`src/hdl/cdadd_pkg.sv`:
```
// ----------------------------------------------------------------------------
// cdadd_pkg
// types, constants and the month length table shared by the date adder
// ----------------------------------------------------------------------------
package cdadd_pkg;

    // low bits of the amount field that take part in an add
    localparam int AMOUNT_BITS = 16;
    localparam int AMT_USED    = (AMOUNT_BITS < 16) ? AMOUNT_BITS : 16;
    localparam logic [15:0] AMT_MASK = 16'((32'd1 << AMT_USED) - 32'd1);

    localparam logic [13:0] YEAR_MAX   = 14'd9999;
    localparam logic [13:0] YEAR_RST   = 14'd2022;
    localparam logic [3:0]  MONTH_RST  = 4'd6;
    localparam logic [4:0]  DAY_RST    = 5'd3;
    localparam logic [3:0]  MONTHS     = 4'd12;
    localparam logic [17:0] DAYS_400Y  = 18'd146097;
    localparam logic [17:0] MOD_BASE   = 18'd400;
    localparam logic [17:0] DIV_BASE   = 18'd12;
    // two steps each: quotient by reciprocal multiply, then remainder
    localparam logic [3:0]  MOD_TOP    = 4'd1;
    localparam logic [3:0]  DIV_TOP    = 4'd1;

    // reciprocals, rounded up, exact over the year and month count ranges
    localparam logic [15:0] MOD_RECIP  = 16'd5243;     // 2^21 / 400
    localparam int          MOD_SHIFT  = 21;
    localparam logic [15:0] DIV_RECIP  = 16'd43691;    // 2^19 / 12
    localparam int          DIV_SHIFT  = 19;

    // commands
    localparam logic [1:0] CMD_SET    = 2'd0;
    localparam logic [1:0] CMD_DAYS   = 2'd1;
    localparam logic [1:0] CMD_MONTHS = 2'd2;
    localparam logic [1:0] CMD_YEARS  = 2'd3;

    // datapath operations
    localparam logic [2:0] OP_NONE = 3'd0;
    localparam logic [2:0] OP_LOAD = 3'd1;
    localparam logic [2:0] OP_MOD  = 3'd2;
    localparam logic [2:0] OP_Y400 = 3'd3;
    localparam logic [2:0] OP_WALK = 3'd4;
    localparam logic [2:0] OP_DIV  = 3'd5;
    localparam logic [2:0] OP_FIN  = 3'd6;
    localparam logic [2:0] OP_END  = 3'd7;

    // subtractor operand selection
    localparam logic [1:0] SEL_MOD  = 2'd0;
    localparam logic [1:0] SEL_Y400 = 2'd1;
    localparam logic [1:0] SEL_WALK = 2'd2;
    localparam logic [1:0] SEL_DIV  = 2'd3;

    typedef struct packed {
        logic [1:0]  cmd;
        logic [13:0] set_year;
        logic [3:0]  set_month;
        logic [4:0]  set_day;
        logic [15:0] amount;
    } req_t;

    typedef struct packed {
        logic [13:0] cur_year;
        logic [3:0]  cur_month;
        logic [4:0]  cur_day;
        logic        overflow;
    } res_t;

    typedef struct packed {
        logic [2:0] op;
        logic [1:0] sel;
        logic [3:0] k;
    } ctrl_t;

    typedef struct packed {
        logic y_ok;
        logic step_go;
    } stat_t;

    function automatic logic [4:0] days_in(input logic [3:0] m, input logic leap);
        logic [4:0] len;
        case (m)
            4'd2:    len = leap ? 5'd29 : 5'd28;
            4'd4:    len = 5'd30;
            4'd6:    len = 5'd30;
            4'd9:    len = 5'd30;
            4'd11:   len = 5'd30;
            default: len = 5'd31;
        endcase
        return len;
    endfunction

endpackage

```
`src/hdl/cdadd_seq.sv`:
```
// ----------------------------------------------------------------------------
// cdadd_seq
// sequencer that steps the shared subtractor through one request
// ----------------------------------------------------------------------------
module cdadd_seq (
    input  logic                clk,
    input  logic                rst_n,
    input  logic                start,
    input  logic [1:0]          cmd,
    input  cdadd_pkg::stat_t    stat,
    output cdadd_pkg::ctrl_t    ctrl,
    output logic                busy,
    output logic                done
);

    localparam logic [2:0] S_IDLE = 3'd0;
    localparam logic [2:0] S_MOD  = 3'd1;
    localparam logic [2:0] S_Y400 = 3'd2;
    localparam logic [2:0] S_WALK = 3'd3;
    localparam logic [2:0] S_DIV  = 3'd4;
    localparam logic [2:0] S_FIN  = 3'd5;
    localparam logic [2:0] S_END  = 3'd6;
    localparam logic [2:0] S_OUT  = 3'd7;

    logic [2:0] state_reg, state_next;
    logic [3:0] k_reg, k_next;

    always_comb
    begin
        state_next = state_reg;
        k_next     = k_reg;
        ctrl.op    = cdadd_pkg::OP_NONE;
        ctrl.sel   = cdadd_pkg::SEL_WALK;
        ctrl.k     = k_reg;
        case (state_reg)
            S_IDLE:
            begin
                if (start)
                begin
                    ctrl.op = cdadd_pkg::OP_LOAD;
                    case (cmd)
                        cdadd_pkg::CMD_DAYS:
                        begin
                            state_next = S_MOD;
                            k_next     = cdadd_pkg::MOD_TOP;
                        end
                        cdadd_pkg::CMD_MONTHS:
                        begin
                            state_next = S_DIV;
                            k_next     = cdadd_pkg::DIV_TOP;
                        end
                        default: state_next = S_END;
                    endcase
                end
            end
            S_MOD:
            begin
                ctrl.op  = cdadd_pkg::OP_MOD;
                ctrl.sel = cdadd_pkg::SEL_MOD;
                if (k_reg == 4'd0)
                    state_next = S_Y400;
                else
                    k_next = k_reg - 4'd1;
            end
            S_Y400:
            begin
                ctrl.sel = cdadd_pkg::SEL_Y400;
                if (stat.step_go)
                    ctrl.op = cdadd_pkg::OP_Y400;
                else
                    state_next = S_WALK;
            end
            S_WALK:
            begin
                ctrl.sel = cdadd_pkg::SEL_WALK;
                if (stat.step_go)
                    ctrl.op = cdadd_pkg::OP_WALK;
                else
                    state_next = S_END;
            end
            S_DIV:
            begin
                ctrl.op  = cdadd_pkg::OP_DIV;
                ctrl.sel = cdadd_pkg::SEL_DIV;
                if (k_reg == 4'd0)
                    state_next = S_FIN;
                else
                    k_next = k_reg - 4'd1;
            end
            S_FIN:
            begin
                ctrl.op    = cdadd_pkg::OP_FIN;
                state_next = S_END;
            end
            S_END:
            begin
                ctrl.op    = cdadd_pkg::OP_END;
                state_next = S_OUT;
            end
            S_OUT:   state_next = S_IDLE;
            default: state_next = S_IDLE;
        endcase
    end

    always_ff @(posedge clk or negedge rst_n)
    begin
        if (!rst_n)
        begin
            state_reg <= S_IDLE;
            k_reg     <= 4'd0;
        end
        else
        begin
            state_reg <= state_next;
            k_reg     <= k_next;
        end
    end

    assign busy = (state_reg != S_IDLE);
    assign done = (state_reg == S_OUT);

endmodule

```
`src/hdl/cdadd_dpath.sv`:
```
// ----------------------------------------------------------------------------
// cdadd_dpath
// date registers, working registers, the shared subtractor and the
// reciprocal multiplier that gives quotients by 400 and by 12
// ----------------------------------------------------------------------------
module cdadd_dpath (
    input  logic                clk,
    input  logic                rst_n,
    input  cdadd_pkg::req_t     req,
    input  cdadd_pkg::ctrl_t    ctrl,
    output cdadd_pkg::stat_t    stat,
    output cdadd_pkg::res_t     res
);

    // committed date
    logic [13:0] year_reg, year_next;
    logic [3:0]  month_reg, month_next;
    logic [4:0]  day_reg, day_next;
    logic        ovf_reg, ovf_next;

    // working copies
    logic [16:0] y_reg, y_next;
    logic [3:0]  m_reg, m_next;
    logic [17:0] d_reg, d_next;
    logic [13:0] r_reg, r_next;     // year mod 400
    logic [16:0] t_reg, t_next;     // month count under division
    logic [12:0] q_reg, q_next;     // quotient from the reciprocal multiply

    logic [17:0] sub_a, sub_b;
    logic [18:0] diff;
    logic        ge, gt, leap;
    logic [15:0] amt;
    logic [13:0] yr_clamp;
    logic [3:0]  mo_clamp;
    logic [16:0] mul_a;
    logic [15:0] mul_c;
    logic [32:0] prod;
    logic [12:0] quo;

    assign amt  = req.amount & cdadd_pkg::AMT_MASK;
    assign leap = (r_reg[1:0] == 2'd0)
                  && !(r_reg == 14'd100 || r_reg == 14'd200 || r_reg == 14'd300);

    // quotient estimate, year by 400 or month count by 12
    always_comb
    begin
        if (ctrl.sel == cdadd_pkg::SEL_MOD)
        begin
            mul_a = 17'(r_reg);
            mul_c = cdadd_pkg::MOD_RECIP;
        end
        else
        begin
            mul_a = t_reg;
            mul_c = cdadd_pkg::DIV_RECIP;
        end
    end

    assign prod = 33'(mul_a) * 33'(mul_c);
    assign quo  = (ctrl.sel == cdadd_pkg::SEL_MOD) ? 13'(prod >> cdadd_pkg::MOD_SHIFT)
                                                   : 13'(prod >> cdadd_pkg::DIV_SHIFT);

    // shared subtractor, borrow gives the compare
    always_comb
    begin
        case (ctrl.sel)
            cdadd_pkg::SEL_MOD:
            begin
                sub_a = 18'(r_reg);
                sub_b = 18'(q_reg) * cdadd_pkg::MOD_BASE;
            end
            cdadd_pkg::SEL_Y400:
            begin
                sub_a = d_reg;
                sub_b = cdadd_pkg::DAYS_400Y;
            end
            cdadd_pkg::SEL_DIV:
            begin
                sub_a = 18'(t_reg);
                sub_b = 18'(q_reg) * cdadd_pkg::DIV_BASE;
            end
            default:
            begin
                sub_a = d_reg;
                sub_b = 18'(cdadd_pkg::days_in(m_reg, leap));
            end
        endcase
    end

    assign diff = {1'b0, sub_a} - {1'b0, sub_b};
    assign ge   = !diff[18];
    assign gt   = ge && (diff[17:0] != 18'd0);

    assign stat.y_ok    = (y_reg <= 17'(cdadd_pkg::YEAR_MAX));
    assign stat.step_go = stat.y_ok && gt;

    always_comb
    begin
        if (req.set_year == 14'd0)
            yr_clamp = 14'd1;
        else if (req.set_year > cdadd_pkg::YEAR_MAX)
            yr_clamp = cdadd_pkg::YEAR_MAX;
        else
            yr_clamp = req.set_year;
        if (req.set_month == 4'd0)
            mo_clamp = 4'd1;
        else if (req.set_month > cdadd_pkg::MONTHS)
            mo_clamp = cdadd_pkg::MONTHS;
        else
            mo_clamp = req.set_month;
    end

    always_comb
    begin
        year_next  = year_reg;
        month_next = month_reg;
        day_next   = day_reg;
        ovf_next   = ovf_reg;
        y_next     = y_reg;
        m_next     = m_reg;
        d_next     = d_reg;
        r_next     = r_reg;
        t_next     = t_reg;
        q_next     = q_reg;
        case (ctrl.op)
            cdadd_pkg::OP_LOAD:
            begin
                y_next = 17'(year_reg);
                m_next = month_reg;
                d_next = 18'(day_reg);
                r_next = year_reg;
                t_next = 17'(month_reg - 4'd1) + 17'(amt);
                q_next = 13'd0;
                case (req.cmd)
                    cdadd_pkg::CMD_SET:
                    begin
                        y_next = 17'(yr_clamp);
                        m_next = mo_clamp;
                        d_next = (req.set_day == 5'd0) ? 18'd1 : 18'(req.set_day);
                    end
                    cdadd_pkg::CMD_DAYS:  d_next = 18'(day_reg) + 18'(amt);
                    cdadd_pkg::CMD_YEARS: y_next = 17'(year_reg) + 17'(amt);
                    default:              y_next = 17'(year_reg);
                endcase
            end
            cdadd_pkg::OP_MOD:
            begin
                // first step takes the quotient, second leaves the remainder
                if (ctrl.k != 4'd0)
                    q_next = quo;
                else
                    r_next = diff[13:0];
            end
            cdadd_pkg::OP_Y400:
            begin
                d_next = diff[17:0];
                y_next = y_reg + 17'd400;
            end
            cdadd_pkg::OP_WALK:
            begin
                d_next = diff[17:0];
                if (m_reg == cdadd_pkg::MONTHS)
                begin
                    m_next = 4'd1;
                    y_next = y_reg + 17'd1;
                    r_next = (r_reg == 14'd399) ? 14'd0 : r_reg + 14'd1;
                end
                else
                    m_next = m_reg + 4'd1;
            end
            cdadd_pkg::OP_DIV:
            begin
                if (ctrl.k != 4'd0)
                    q_next = quo;
                else
                    t_next = diff[16:0];
            end
            cdadd_pkg::OP_FIN:
            begin
                y_next = 17'(year_reg) + 17'(q_reg);
                m_next = t_reg[3:0] + 4'd1;
            end
            cdadd_pkg::OP_END:
            begin
                ovf_next = !stat.y_ok;
                if (stat.y_ok)
                begin
                    year_next  = y_reg[13:0];
                    month_next = m_reg;
                    day_next   = d_reg[4:0];
                end
            end
            default: ovf_next = ovf_reg;
        endcase
    end

    always_ff @(posedge clk or negedge rst_n)
    begin
        if (!rst_n)
        begin
            year_reg  <= cdadd_pkg::YEAR_RST;
            month_reg <= cdadd_pkg::MONTH_RST;
            day_reg   <= cdadd_pkg::DAY_RST;
            ovf_reg   <= 1'b0;
        end
        else
        begin
            year_reg  <= year_next;
            month_reg <= month_next;
            day_reg   <= day_next;
            ovf_reg   <= ovf_next;
        end
    end

    always_ff @(posedge clk)
    begin
        y_reg <= y_next;
        m_reg <= m_next;
        d_reg <= d_next;
        r_reg <= r_next;
        t_reg <= t_next;
        q_reg <= q_next;
    end

    assign res.cur_year  = year_reg;
    assign res.cur_month = month_reg;
    assign res.cur_day   = day_reg;
    assign res.overflow  = ovf_reg;

endmodule

```
`src/hdl/calendar_date_adder.sv`:
```
// ----------------------------------------------------------------------------
// calendar_date_adder
// gregorian date register with set, add days, add months and add years
// ----------------------------------------------------------------------------
// a request is taken when start is high and busy is low; busy then stays high
// until the result has been shown. the result (date after the request and the
// overflow flag) is on res while done is high for exactly one cycle, and the
// receiver cannot stall it; res keeps it until the next update. add months
// uses a reciprocal multiply for the quotient by twelve and the shared
// subtractor for the remainder. add days first reduces the year mod 400 for
// the leap rule, then takes off whole 400-year spans, and then the single
// shared subtractor takes off one month length per cycle, so an add of days
// runs longer the more month boundaries it crosses. an update that would
// take the year past 9999
// keeps the old date and sets overflow
// ----------------------------------------------------------------------------
module calendar_date_adder (
    input  logic                clk,
    input  logic                rst_n,
    input  logic                start,
    output logic                busy,
    input  cdadd_pkg::req_t     req,
    output logic                done,
    output cdadd_pkg::res_t     res
);

    cdadd_pkg::ctrl_t ctrl;
    cdadd_pkg::stat_t stat;

    // sequencer: picks the subtractor operands and the step for each cycle
    cdadd_seq u_seq (
        .clk   (clk),
        .rst_n (rst_n),
        .start (start),
        .cmd   (req.cmd),
        .stat  (stat),
        .ctrl  (ctrl),
        .busy  (busy),
        .done  (done)
    );

    // datapath: holds the date and the working copies during a request
    cdadd_dpath u_dpath (
        .clk   (clk),
        .rst_n (rst_n),
        .req   (req),
        .ctrl  (ctrl),
        .stat  (stat),
        .res   (res)
    );

endmodule
```
`config.mk`:
```
export PLATFORM = sky130hd
export DESIGN_NAME = calendar_date_adder
export DESIGN_NICKNAME = d
export VERILOG_FILES = /design/src/hdl/cdadd_pkg.sv /design/src/hdl/cdadd_seq.sv /design/src/hdl/cdadd_dpath.sv /design/src/hdl/calendar_date_adder.sv
export SDC_FILE = /design/constraint.sdc
export NUM_CORES = 1
export LEC_CHECK = 0
export BUFFER_PORTS_ARGS = -buffer_cell sky130_fd_sc_hd__buf_4
export CAP_MARGIN = 30
export CORE_ASPECT_RATIO = 0.5
export CORE_MARGIN = 8
export CORE_UTILIZATION = 65
export CTS_CLUSTER_SIZE = 30
export DETAILED_ROUTE_END_ITERATION = 8
export PLACE_DENSITY = 0.83
export SYNTH_ARGS = -nofsm -noshare
export SYNTH_HDL_FRONTEND = slang
export SYNTH_SLANG_ARGS = --single-unit
export TNS_END_PERCENT = 100
```
`constraint.sdc`:
```
create_clock -name clk -period 11.42 [get_ports clk]
set_input_delay 1.713 -clock clk [delete_from_list [all_inputs] [get_ports clk]]
set_output_delay 1.713 -clock clk [all_outputs]
set_load 0.1 [all_outputs]
```
* Yosys cells after proc, flatten, opt, wreduce, memory -nomap -nowiden *
Index checks and enable logic that the tools add are counted.

storage, ports and cells
  word-level logic and storage cells = 152
  register bits = 114
  output and inout port bits = 26
  input port bits = 44

operators by class
  equality and inequality tests = 40
  $mul = 3
  mux-type cells = 44
  $add $sub $neg = 12
  magnitude comparators = 3
  reduce and logical (&&, ||, !) cells = 38

operators by type and width
  cell                                                              number
  one-hot mux 18 bit (2 select lines)                               3
  two-way mux 14 bit                                                5
  one-hot mux 17 bit (2 select lines)                               2
  one-hot mux 17 bit (4 select lines)                               1
  one-hot mux 18 bit (3 select lines)                               1
  two-way mux 17 bit                                                3
  one-hot mux 14 bit (3 select lines)                               1
  multiplier 17 x 16 -> 33 bit                                      1
  equality test 14 x 9 -> 1 bit, second input constant              2
  two-way mux 4 bit                                                 7
  two-way mux 13 bit                                                2
  one-hot mux 13 bit (2 select lines)                               1
  equality test 3 bit, second input constant                        8
  one-hot mux 3 bit (8 select lines)                                1
  one-hot mux 3 bit (7 select lines)                                1
  subtractor 18 x 18 -> 19 bit                                      1
  two-way mux 3 bit                                                 6
  nonzero test 18 bit                                               1
  adder 14 x 16 -> 17 bit                                           1
  adder 17 x 1 -> 17 bit, second input constant                     1
  adder 17 x 16 -> 17 bit                                           1
  adder 17 x 9 -> 17 bit, second input constant                     1
  adder 5 x 16 -> 17 bit                                            1
  less-or-equal comparator 17 x 14 -> 1 bit, second input constant  1
  other kinds (46)                                                  87

* Longest topological paths before layout *
  word-level depth = 18
  gate-level depth with buffers = 30

* Modules after synthesis *
Synthesis repeated with hierarchy kept, for this count alone.

second synthesis, totals
  cell total of the unflattened synthesis = 2094
  area total of the unflattened synthesis = 18157.4 um^2

by module, submodules not included
  module       area each (um^2)  instances  cells an instance  seq. area each (um^2)
  cdadd_dpath  17576.9           1          2028               3108.0
  cdadd_seq    580.6             1          66                 175.2

* Worst setup path after synthesis *
No wires, ideal clock.

  kind = register to register
  start = register u_seq.state_reg[2]
  end = register u_dpath.q_reg[10], data pin
  cell stages (with the launch flop) = 30
  setup time = 0.256 ns
  data arrival time = 6.794 ns
  path buffers = 2
  data required time = 11.164 ns
  slack = 4.369 ns
  cell sequence = dfrtp_1 -> or2_2 -> buf_2 -> nor2_4 -> clkbuf_1 -> nand2_1 -> nand2_1 -> inv_1 -> fa_1 -> inv_1 -> fa_1 -> inv_1 -> fa_1 -> inv_1 -> fa_1 -> inv_1 -> fa_1 -> inv_1 -> fa_1 -> ha_1 -> a21oi_1 -> o21ai_0 -> nor3_1 -> a21oi_1 -> a31oi_2 -> o21ai_2 -> a211o_1 -> a21oi_1 -> xnor2_1 -> a22o_1

between the ends
  word-level cells in the longest chain between the ends = 13
  elaborated cells on any way between the ends = 31
  classes of those cells = 1 x add/sub; 1 x mul; 11 x eq/ne; 11 x mux; 7 x reduce/logical

ends and longest elaborated chain
  what                                                                                        RTL line                              text
  from (decl)                                                                                 cdadd_seq.sv:25                       logic [2:0] state_reg, state_next;
  from (signal assigned)                                                                      cdadd_seq.sv:114                      state_reg <= state_next;
  equality test 3 bit, or another cell as far along                                           cdadd_seq.sv:35                       case (state_reg)
  one-hot mux 2 bit (3 select lines)                                                          cdadd_seq.sv:35
  equality test 2 bit, or another cell as far along                                           cdadd_dpath.sv:66                     case (ctrl.sel)
  one-hot mux 18 bit (3 select lines) or one-hot mux 18 bit (2 select lines) (tied branches)  cdadd_dpath.sv:66
  subtractor 18 x 18 -> 19 bit                                                                cdadd_dpath.sv:90                     assign diff = {1'b0, sub_a} - {1'b0, sub_b};
  nonzero test 18 bit or zero test 1 bit (tied branches)                                      cdadd_dpath.sv:92, cdadd_dpath.sv:91
  logical AND 1 bit                                                                           cdadd_dpath.sv:92                     assign gt = ge && (diff[17:0] != 18'd0);
  logical AND 1 bit                                                                           cdadd_dpath.sv:95                     assign stat.step_go = stat.y_ok && gt;
  two-way mux 2 bit or two-way mux 3 bit (tied branches)                                      cdadd_seq.sv:68, cdadd_seq.sv:76
  one-hot mux 3 bit (7 select lines)                                                          cdadd_seq.sv:35
  equality test 3 x 2 -> 1 bit or equality test 3 bit (tied branches)                         cdadd_dpath.sv:125                    case (ctrl.op)
  OR reduction 2 bit (no line)                                                                -
  one-hot mux 13 bit (2 select lines) (*)                                                     cdadd_dpath.sv:125
  to (signal assigned)                                                                        cdadd_dpath.sv:222                    q_reg <= q_next;
  to (decl)                                                                                   cdadd_dpath.sv:27                     logic [12:0] q_reg, q_next;

Every way passes the cells marked *; elsewhere a longest branch is shown, timed or not. The select of a mux whose other input is x is not followed.
A chain may end at the register's enable or synchronous reset.

* Worst setup path in the final report *
  start = register u_seq.state_reg[2]
  end = register u_dpath.q_reg[5], data pin

Same word-level chain as after synthesis.

==> Implementation_results.wiki <==
{| class="wikitable"
! Metric !! Value
|-
| Count of final setup violators || 0
|-
| X dimension of the die || 248.2 µm
|-
| Via count of the first global-routing pass || 14,610
|-
| Data arrival time of the critical path || 8.46 ns
|-
| Clock root buffer || clkbuf_16
|-
| TritonCTS buffer count || 17
|-
| Clock H-tree levels || 4
|-
| Number of antenna violations at the first check in global routing || 2
|-
| Skew-Pair Late Insertion Delay || 0.44 ns
|-
| Floorplan core area || 26,490 µm²
|-
| Synthesized instance count || 1,934
|-
| Worst reg2reg endpoint || u_dpath.q_reg[5]
|-
| WL met3 || 6533 µm
|-
| Proportion of register bits with asynchronous set or reset after synthesis || 27.19%
|-
| Tightest Hold Check Type || register to register
|-
| Flop-to-flop setup slack || 3.12 ns
|-
| Worst-case hold slack || 0.5218 ns
|-
| Achievable Freq || 120.5 MHz
|-
| Max-capacitance violation count || 0
|-
| Required time of the critical path || 11.58 ns
|-
| Fraction of the core area covered by cells at the end of the flow || 71.53%
|-
| Count of placed standard cells including taps || 2,300
|-
| Chip height || 132.1 µm
|-
| Number of detailed-routing iterations run before antenna repair || 7
|-
| GRT Overall Usage || 31.94%
|-
| Biggest area consumer among synthesized cells || fa_1
|-
| Global-route wire length before repair || 81,610 µm
|-
| Total Die Area || 32,780 µm²
|-
| Number of gates given a new drive strength after cts || 0
|-
| Final Hold Fails || 0
|-
| Detailed-route wire length per cell || 22.38 µm
|-
| # nets final || 2,426
|-
| Final non-filler cell total || 2,332
|-
| Largest register FFs || 18
|-
| Drt drc || 0
|-
| Layout cells sized above 1 || 9.343%
|-
| Number of synthesized flops with an enable pin || 83
|-
| CP bufs+invs || 7
|-
| Setup repair after global routing missed its margin || no
|-
| Cts-stage hold buffer count || 0
|-
| Effective utilization at floorplan || 66.16%
|-
| Wire length on met1 || 20,670 µm
|-
| TritonCTS clock tree || yes
|-
| Vias per cell || 6.379
|-
| Max-slew violation count || 0
|-
| Diodes inserted || 0
|-
| Number of top-level pins || 70
|-
| Fill count || 2,023
|-
| Maximum number of buffers from clock root to sink || 2
|-
| Iteration-0 DRC Markers || 1,767
|-
| Worst slew margin relative to its limit || 34.24%
|-
| Dominant synthesized flop cell || edfxtp_1
|-
| Shortest period the worst path allows || 8.297 ns
|-
| Final estimated routing congestion in global placement || 0.9823
|-
| Remaining number of nets flagged by the antenna check after routing || 0
|-
| Placement Rows || 42
|-
| Share of the synthesized area in the top cell type || 18.51%
|-
| Total via count in the routed design || 14,880
|-
| Sink of the worst hold path || u_seq.k_reg[1]
|-
| Worst hold path stage count || 2
|-
| Startpoint of the lowest-slack register-to-register path || u_seq.state_reg[2]
|-
| Post-route clock skew || 0.01396 ns
|-
| Sequential cell area fraction in the yosys report || 18.74%
|-
| Placed wire-length estimate || 42,460 µm
|-
| Kind of start point of the critical path || register
|-
| Largest net degree at the start of global routing || 58
|-
| Register clock-pin slew on the reported worst setup and hold paths || 0.07 ns
|-
| Status || finished clean
|-
| Number of different library cells in the post-synthesis netlist || 86
|-
| Crit end category || register
|-
| Top cells by area in the synthesized netlist || fa_1 (19%), ha_1 (18%), edfxtp_1 (14%)
|-
| Synth Warn # || 0
|-
| Post-CTS Setup Bufs || 0
|-
| Setup TNS Final || 0 ns
|-
| Worst-margin pin slew || 0.9798 ns
|-
| DR WL met2 || 22,910 µm
|-
| Number of clock sinks || 114
|-
| Syn-to-layout area delta || 8.126%
|-
| Depth of the most critical reg-to-reg path || 28
|-
| Start point of the worst min-delay path || u_seq.k_reg[1]
|-
| Critical path fanouts, max || 35
|-
| Flops & latches, synth || 114
|-
| Uppermost layer routed || met5
|-
| Total of buffers placed on input and output ports || 69
|-
| DRT Wirelength || 52,190 µm
|-
| Peak per-stage delay on the critical path || 0.70 ns
|-
| Avg Cell Area, Syn || 9.060 µm²
|-
| Final period utilization || 72.65%
|-
| Path type of the worst setup path || register to register
|-
| Final global-route overflow total || 0
|-
| Netlist Area Pre-Place || 17,520 µm²
|-
| Critical path's slowest cell || dfrtp_1
|-
| Family with the most delay on the worst path || adder cells
|}
==> per-layer routing <==
| layer | vias up | track usage, % |
|---|---|---|
| li1 | 6719 | - |
| met1 | 7108 | 42.13 |
| met2 | 888 | 49.08 |
| met3 | 157 | 9.426 |
| met4 | 4 | 12.30 |
| met5 | - | 0 |
==> synth_stat cells (all sizes together), types with 5 or more instances <==
library cell  instances
nand4                13
or2                   8
nand3b                6
nand3                47
o21a                  6
edfxtp               83
mux2                 22
and2                  9
o211ai               13
o221ai                6
nor4                 11
a22o                 14
nor2                110
o21bai               17
ha                  253
a22oi                18
xor2                 46
a31oi                18
o31a                  5
a221o                25
nor3                 32
xnor2                81
dfrtp                19
a31o                  5
o22ai                 9
inv                 304
o21ai               103
a21o                 29
nor2b                11
dfstp                12
a211oi                9
clkbuf               57
nand2               148
buf                  18
fa                  162
or3                  12
a21oi               114
and3                 17
nand2b                9
==> stage by stage <==
step / worst slack, ns / instance area (µm²)
2_1_floorplan: 4.369 / 17550
3_3_place_gp: 3.560 / 18300
3_5_place_dp: 3.300 / 18300
4_1_cts: 3.277 / 18950
5_1_grt: 2.673 / 18950
6_report: 3.123 / 18950
==> worst max-delay path by stage <==
stage	from	slack (ns)	endpoint	cells past startpoint
after floorplan	u_seq.state_reg[2]	4.37	u_dpath.q_reg[10]	29
after global placement	u_seq.state_reg[2]	3.56	u_dpath.q_reg[10]	28
after detailed placement	u_seq.state_reg[2]	3.30	u_dpath.q_reg[5]	28
after CTS	u_seq.state_reg[2]	3.28	u_dpath.q_reg[5]	28
after global routing	u_seq.state_reg[2]	2.67	u_dpath.q_reg[5]	24
final	u_seq.state_reg[2]	3.12	u_dpath.q_reg[5]	28
==> cell families after synthesis <==
family          count (synthesis)  share of synthesized area, %
xor+xnor                      127                         6.391
other cells                     2                       0.04286
buf+inv                       380                         8.369
compound gates                428                         16.19
flops                         114                         18.74
fa+ha+maj                     415                         36.58
mux                            26                         1.642
simple gates                  442                         12.05
==> tightest hold or removal path, stage by stage (launching register included) <==
cell	delay, ns
dfrtp_1	0.36
nand3_1	0.06
o21ai_0	0.06
==> area by class of cell <==
class                      instances  area [µm²]  share of cell area, %
sequential                       114        3283                  17.33
inverter                         305        1145                  6.043
clock inverter                    14       192.7                  1.017
timing repair buffer              82       615.6                  3.249
tap                              352       440.4                  2.325
multi-input combinational       1447       12820                  67.66
clock buffer                      18       450.4                  2.377
==> placed cells by master, fill, tap and decap left out, types with 18 or more instances in the layout <==
| cell type | netlist | routed |
|---|---|---|
| a21oi_1 | 114 | 112 |
| nor2_1 | 109 | 108 |
| a21o_1 | 29 | 29 |
| edfxtp_1 | 83 | 83 |
| inv_1 | 303 | 303 |
| mux2_2 | 21 | 21 |
| o21ai_0 | 87 | 86 |
| ha_1 | 253 | 253 |
| fa_1 | 162 | 162 |
| nand2_1 | 146 | 146 |
| buf_4 | 2 | 82 |
| xor2_1 | 46 | 46 |
| clkbuf_16 | 0 | 18 |
| a221o_1 | 25 | 25 |
| xnor2_1 | 80 | 80 |
| nand3_1 | 47 | 47 |
| dfrtp_1 | 19 | 19 |
| nor3_1 | 30 | 29 |
| a22oi_1 | 18 | 18 |
Power is not shown: default switching activity piles up to over one toggle a cycle in this logic, so the estimate is an artifact.
